### src/npr_pkg.sv
// Package for the nearest point within radius search.
// Holds opcodes, widths and the result word type; depends on nothing.
`default_nettype none
package npr_pkg;
  localparam int unsigned FixedDepthDef = 32;
  localparam int unsigned UserDepthDef = 32;
  localparam int unsigned CoordBitsDef = 24;
  localparam int unsigned CoordW = CoordBitsDef;
  localparam int unsigned RadW = 23;
  localparam int unsigned DistW = 50;
  localparam int unsigned IdxW = 5;

  localparam logic [2:0] OpAddFixed = 3'd0;
  localparam logic [2:0] OpAddUser = 3'd1;
  localparam logic [2:0] OpClear = 3'd2;
  localparam logic [2:0] OpNearest = 3'd3;
  localparam logic [2:0] OpAll = 3'd4;

  typedef struct packed {
    logic found;
    logic which_table;
    logic [IdxW-1:0] entry_index;
    logic [DistW-1:0] distance_sq;
    logic status;
    logic last;
  } res_t;

  typedef struct packed {
    logic [2:0] opcode;
    logic signed [CoordW-1:0] x_coord;
    logic signed [CoordW-1:0] y_coord;
    logic [RadW-1:0] radius;
  } req_t;
endpackage
`default_nettype wire

### src/npr_cell.sv
// One storage cell of a point table: holds a point, with no valid flag.
// Registers the squared distance of its point to the query; uses npr_pkg.
`default_nettype none
module npr_cell import npr_pkg::*; #(
  parameter int unsigned CoordBits = CoordBitsDef
) (
  input  wire logic clk_i,
  input  wire logic we_i,
  input  wire logic signed [CoordBits-1:0] wx_i,
  input  wire logic signed [CoordBits-1:0] wy_i,
  input  wire logic signed [CoordBits-1:0] qx_i,
  input  wire logic signed [CoordBits-1:0] qy_i,
  output logic [2*CoordBits+1:0] dist_o
);
  logic signed [CoordBits-1:0] px_q, py_q;
  logic signed [CoordBits:0] dx, dy;
  logic [CoordBits:0] ax, ay;
  logic [2*CoordBits+1:0] sx, sy;

  always_ff @(posedge clk_i) begin
    if (we_i) begin
      px_q <= wx_i;
      py_q <= wy_i;
    end
  end

  always_comb begin
    dx = {px_q[CoordBits-1], px_q} - {qx_i[CoordBits-1], qx_i};
    dy = {py_q[CoordBits-1], py_q} - {qy_i[CoordBits-1], qy_i};
    ax = dx[CoordBits] ? -dx : dx;
    ay = dy[CoordBits] ? -dy : dy;
    sx = {{(CoordBits+1){1'b0}}, ax} * {{(CoordBits+1){1'b0}}, ax};
    sy = {{(CoordBits+1){1'b0}}, ay} * {{(CoordBits+1){1'b0}}, ay};
  end

  always_ff @(posedge clk_i) begin
    dist_o <= {1'b0, sx[2*CoordBits:0]} + {1'b0, sy[2*CoordBits:0]};
  end
endmodule
`default_nettype wire

### config.mk
export PLATFORM = sky130hd
export DESIGN_NAME = npr_cell
export DESIGN_NICKNAME = d
export VERILOG_FILES = /design/src/npr_pkg.sv /design/src/npr_cell.sv
export SDC_FILE = /design/constraint.sdc
export NUM_CORES = 2
export LEC_CHECK = 0
export BUFFER_PORTS_ARGS = -buffer_cell sky130_fd_sc_hd__buf_2
export CORE_UTILIZATION = 35
export DETAILED_ROUTE_END_ITERATION = 8
export SLEW_MARGIN = 5
export SYNTH_ARGS = -nofsm -noshare
export SYNTH_HDL_FRONTEND = slang
export SYNTH_SLANG_ARGS = --single-unit
### constraint.sdc
create_clock -name clk_i -period 16.5 [get_ports clk_i]
set_clock_uncertainty 0.2 [all_clocks]
set_input_delay 3.3 -clock clk_i [delete_from_list [all_inputs] [get_ports clk_i]]
set_output_delay 3.3 -clock clk_i [all_outputs]
set_load 0.01 [all_outputs]
==> tab_implementation.tex <==
\begin{tabular}{lr}
\hline
Metric & Value \\
\hline
\multicolumn{2}{l}{\textbf{Worst hold path}} \\
\quad Depth of the worst hold-timing path & 5 \\
\quad Hold worst-path end & dist\_o[0] \\
\quad Type of the most critical hold path & reg2reg \\
\quad HP Start & py\_q[0] \\
\multicolumn{2}{l}{\textbf{Synthesis}} \\
\quad Main synth FF type & sky130\_fd\_sc\_hd\_\_dfxtp\_1 \\
\quad Count of distinct cell types in the synthesized netlist & 99 \\
\quad Cell type with the largest total area after synthesis & sky130\_fd\_sc\_hd\_\_fa\_1 \\
\quad Part of the Yosys area used for sequential elements & 5.68\% \\
\quad Cell types with the largest area share after synthesis & sky130\_fd\_sc\_hd\_\_fa\_1 (44\%), sky130\_fd\_sc\_hd\_\_ha\_1 (13\%), sky130\_fd\_sc\_hd\_\_inv\_1 (11\%), sky130\_fd\_sc\_hd\_\_nor2\_1 (3.4\%), sky130\_fd\_sc\_hd\_\_nand2\_1 (3.4\%) \\
\quad Fraction of registers with async set or reset after synthesis & 0\% \\
\quad Post-synth EDFFs & 48 \\
\quad Portion of synthesized cell area occupied by the leading cell type & 43.7\% \\
\quad Summed instance area of the synthesized netlist & 43000 sq um \\
\quad Synth Warn \# & 0 \\
\quad Mean post-synth cell area & 9.07 sq um \\
\quad Number of register bits inferred by synthesis & 98 \\
\quad Post-synthesis cell count & 4742 \\
\multicolumn{2}{l}{\textbf{Drt}} \\
\quad Total wire length after detailed routing & 112000 microns \\
\quad Final antenna-violating net count & 0 \\
\quad Number of vias per cell after detailed routing & 4.92 \\
\quad Remaining DRCs & 0 \\
\quad Detailed router's first-iteration violation count & 1996 \\
\quad DR WL/cell & 17.2 microns \\
\quad Overall via count from detail\_route & 32100 \\
\quad First-pass iteration count of the detailed router & 5 \\
\multicolumn{2}{l}{\textbf{Worst setup path}} \\
\quad Start of the worst register-to-register path & py\_q[0] \\
\quad Cell repeated most along the worst path & sky130\_fd\_sc\_hd\_\_fa\_1 \\
\quad Worst-path maximum fanout & 9 \\
\quad Setup slack on the worst flop-to-flop path & 3220 ps \\
\quad Slowest CP cell & sky130\_fd\_sc\_hd\_\_xor2\_1 \\
\quad Crit Path Class & in2reg \\
\quad Kind of capture point of the worst setup path & register \\
\quad Terminus of the critical flop-to-flop path & dist\_o[49] \\
\quad Required time of the critical path & 16620 ps \\
\quad Arrival @ worst endpoint & 16010 ps \\
\quad Cell depth of the worst flop-to-flop path & 43 \\
\quad CP startpoint kind & primary input \\
\quad Stage delay of the slowest cell on the critical path & 590 ps \\
\multicolumn{2}{l}{\textbf{Floorplanning}} \\
\quad Core Area & 122000 sq um \\
\quad Floorplan die width & 353 microns \\
\quad Std-Cell Rows & 128 \\
\quad I/O pins & 148 \\
\quad DIE AREA & 124000 sq um \\
\quad Die boundary height & 353 microns \\
\quad Initial cell density of the core & 35.3\% \\
\multicolumn{2}{l}{\textbf{GRT}} \\
\quad Overall fraction of global-route tracks in use & 18.7\% \\
\quad Global-route wire length before repair & 182000 microns \\
\quad Largest net degree at the start of global routing & 49 \\
\quad Sum of overflow across all layers after global routing & 0 \\
\quad Initial antenna violation count & 3 \\
\quad Number of global-route vias before repair & 34900 \\
\multicolumn{2}{l}{\textbf{Placed design}} \\
\quad Post-Place Cells & 6508 \\
\quad Placed wire-length estimate & 96300 microns \\
\quad Port-buffer cells & 147 \\
\quad Final weighted congestion in routability-driven placement & 0.908 \\
\multicolumn{2}{l}{\textbf{Timing}} \\
\quad Setup tns final & 0 ps \\
\quad Final hold violation count & 0 \\
\quad Transition at the pin with the smallest max-transition slack & 1090 ps \\
\quad Max-slew violation count & 0 \\
\quad Upper clock frequency limit & 62.9 MHz \\
\quad Final critical-path share of the clock period & 96.3\% \\
\quad Max\_slew headroom & 26.9\% \\
\quad Setup repair after global routing missed its margin & no \\
\quad Final count of negative-setup-slack endpoints & 0 \\
\quad Minimum period implied by the final worst setup slack & 15890 ps \\
\multicolumn{2}{l}{\textbf{Cells and area}} \\
\quad Number of diodes added for antenna fixing & 0 \\
\quad Layout cells sized above 1 & 6.77\% \\
\quad Number of nets in the final layout & 6386 \\
\quad Filler instances & 12500 \\
\quad Layout overhead on the synthesized area & 7.75\% \\
\quad Final cell count without fillers & 6529 \\
\multicolumn{2}{l}{\textbf{Clock tree}} \\
\quad Clock insertion delay at the later pin of the skew report & 440 ps \\
\quad Cell at the root of the clock tree & sky130\_fd\_sc\_hd\_\_clkbuf\_16 \\
\quad Clock tree from TritonCTS & done \\
\quad Max Buffers Root-to-Sink & 2 \\
\quad Number of clock sinks & 98 \\
\quad Clock-pin slew reported for the worst setup and hold paths after clock tree synthesis & 90 ps \\
\quad Htree depth & 3 \\
\quad CTS Buf Count & 9 \\
\multicolumn{2}{l}{\textbf{Job}} \\
\quad Max\_cap viols & 0 \\
\multicolumn{2}{l}{\textbf{Status}} \\
\quad Run status & completed \\
\hline
\end{tabular}
## metal layers
| metal | share of wire, % | GRT usage, % |
|---|---|---|
| met4 | 2.8 | 5.50 |
| met1 | 42 | 24.6 |
| met3 | 6.8 | 2.90 |
| met2 | 48 | 31.5 |
| met5 | 0.0089 | 0 |
## Yosys cell counts, types with 52 or more instances
library cell                  n
sky130_fd_sc_hd__xnor2_1    125
sky130_fd_sc_hd__a21oi_1    153
sky130_fd_sc_hd__nand2_1    388
sky130_fd_sc_hd__nor2_1     394
sky130_fd_sc_hd__fa_1       939
sky130_fd_sc_hd__o21ai_0     72
sky130_fd_sc_hd__inv_1     1249
sky130_fd_sc_hd__a21o_1     115
sky130_fd_sc_hd__xor2_1      79
sky130_fd_sc_hd__buf_2       52
sky130_fd_sc_hd__clkbuf_1    60
sky130_fd_sc_hd__ha_1       450
## cells by family after synthesis
| group | after synthesis | share of synthesized area, % |
|---|---|---|
| buffers and inverters | 1393 | 12.4 |
| adders and majority gates | 1389 | 56.8 |
| and+or+nand+nor | 1055 | 10.9 |
| AOI/OAI and AO/OA | 577 | 9.29 |
| xor gates and xnor gates | 219 | 4.74 |
| DFF | 98 | 5.68 |
| muxes | 9 | 0.221 |
| other | 2 | 0.0175 |
## registers in the layout (all words and copies together) (netlist names)
name	cells
dist_o	50
px_q	24
py_q	24
## per-stage QoR
| stage | hold slack, ps | utilization (%) | cell area [sq um] | setup slack (ps) |
|---|---|---|---|---|
| after global placement | 1290 | 37.7 | 46000 | 292 |
| after global routing | 1410 | 38.0 | 46300 | 8.17 |
| after detailed placement | 1300 | 37.7 | 46000 | 268 |
| final | 1330 | 38.0 | 46300 | 606 |
| after floorplan | 736 | - | 43100 | 1940 |
| after CTS | 1350 | 38.0 | 46300 | 703 |
## cell type report
type                       count  area (sq um)  area share, %
sequential                    98          2440           5.27
multi-input combinational   3285         35400           76.4
clock buffer                   9           225          0.486
clock inverter                 7          75.1          0.162
inverter                    1271          4770           10.3
timing repair buffer         234          1390           3.00
tap                         1625          2030           4.39
## repair_timing
item | 4_1_cts | 5_1_grt
hold endpoints to repair | 0 | 0
gates resized for setup | 0 | 2
setup buffers | 0 | 5
setup endpoints to repair | 0 | 3
hold buffers | 0 | 0
## placed cells by master, fill, tap and decap left out, types with 15 or more instances in the layout
master,count
sky130_fd_sc_hd__and3_1,35
sky130_fd_sc_hd__o21ai_0,71
sky130_fd_sc_hd__o21bai_1,19
sky130_fd_sc_hd__xor2_1,77
sky130_fd_sc_hd__a31oi_1,22
sky130_fd_sc_hd__fa_1,939
sky130_fd_sc_hd__inv_1,1248
sky130_fd_sc_hd__buf_2,147
sky130_fd_sc_hd__xnor2_1,124
sky130_fd_sc_hd__a21oi_1,153
sky130_fd_sc_hd__o211ai_1,17
sky130_fd_sc_hd__edfxtp_1,48
sky130_fd_sc_hd__nand3_1,32
sky130_fd_sc_hd__o21a_1,31
sky130_fd_sc_hd__nor2_1,394
sky130_fd_sc_hd__buf_4,87
sky130_fd_sc_hd__conb_1,36
sky130_fd_sc_hd__nand2_1,388
sky130_fd_sc_hd__a211oi_1,15
sky130_fd_sc_hd__a21o_1,115
sky130_fd_sc_hd__nand4_1,20
sky130_fd_sc_hd__and2_1,35
sky130_fd_sc_hd__dfxtp_1,50
sky130_fd_sc_hd__nand2b_1,35
sky130_fd_sc_hd__ha_1,450
sky130_fd_sc_hd__inv_2,21
sky130_fd_sc_hd__nor3_1,29
sky130_fd_sc_hd__nor2b_1,25
## critical path, delay by kind of cell
kind	cells	cell delay, ps
buf+inv	7	570
simple gates	7	2060
fa+ha+maj	11	4730
compound gates	15	4100
xor+xnor	3	1260
## worst max path at each step
stage / startpoint / end / slack [ps]
6_report: qy_i[0] / dist_o[49] / 610
5_1_grt: qy_i[5] / dist_o[49] / 8
4_1_cts: qy_i[0] / dist_o[49] / 700
3_5_place_dp: qy_i[0] / dist_o[49] / 270
3_3_place_gp: qy_i[0] / dist_o[49] / 290
2_1_floorplan: qx_i[0] / dist_o[49] / 1940
Power is not shown: default switching activity piles up to over one toggle a cycle in this logic, so the estimate is an artifact.
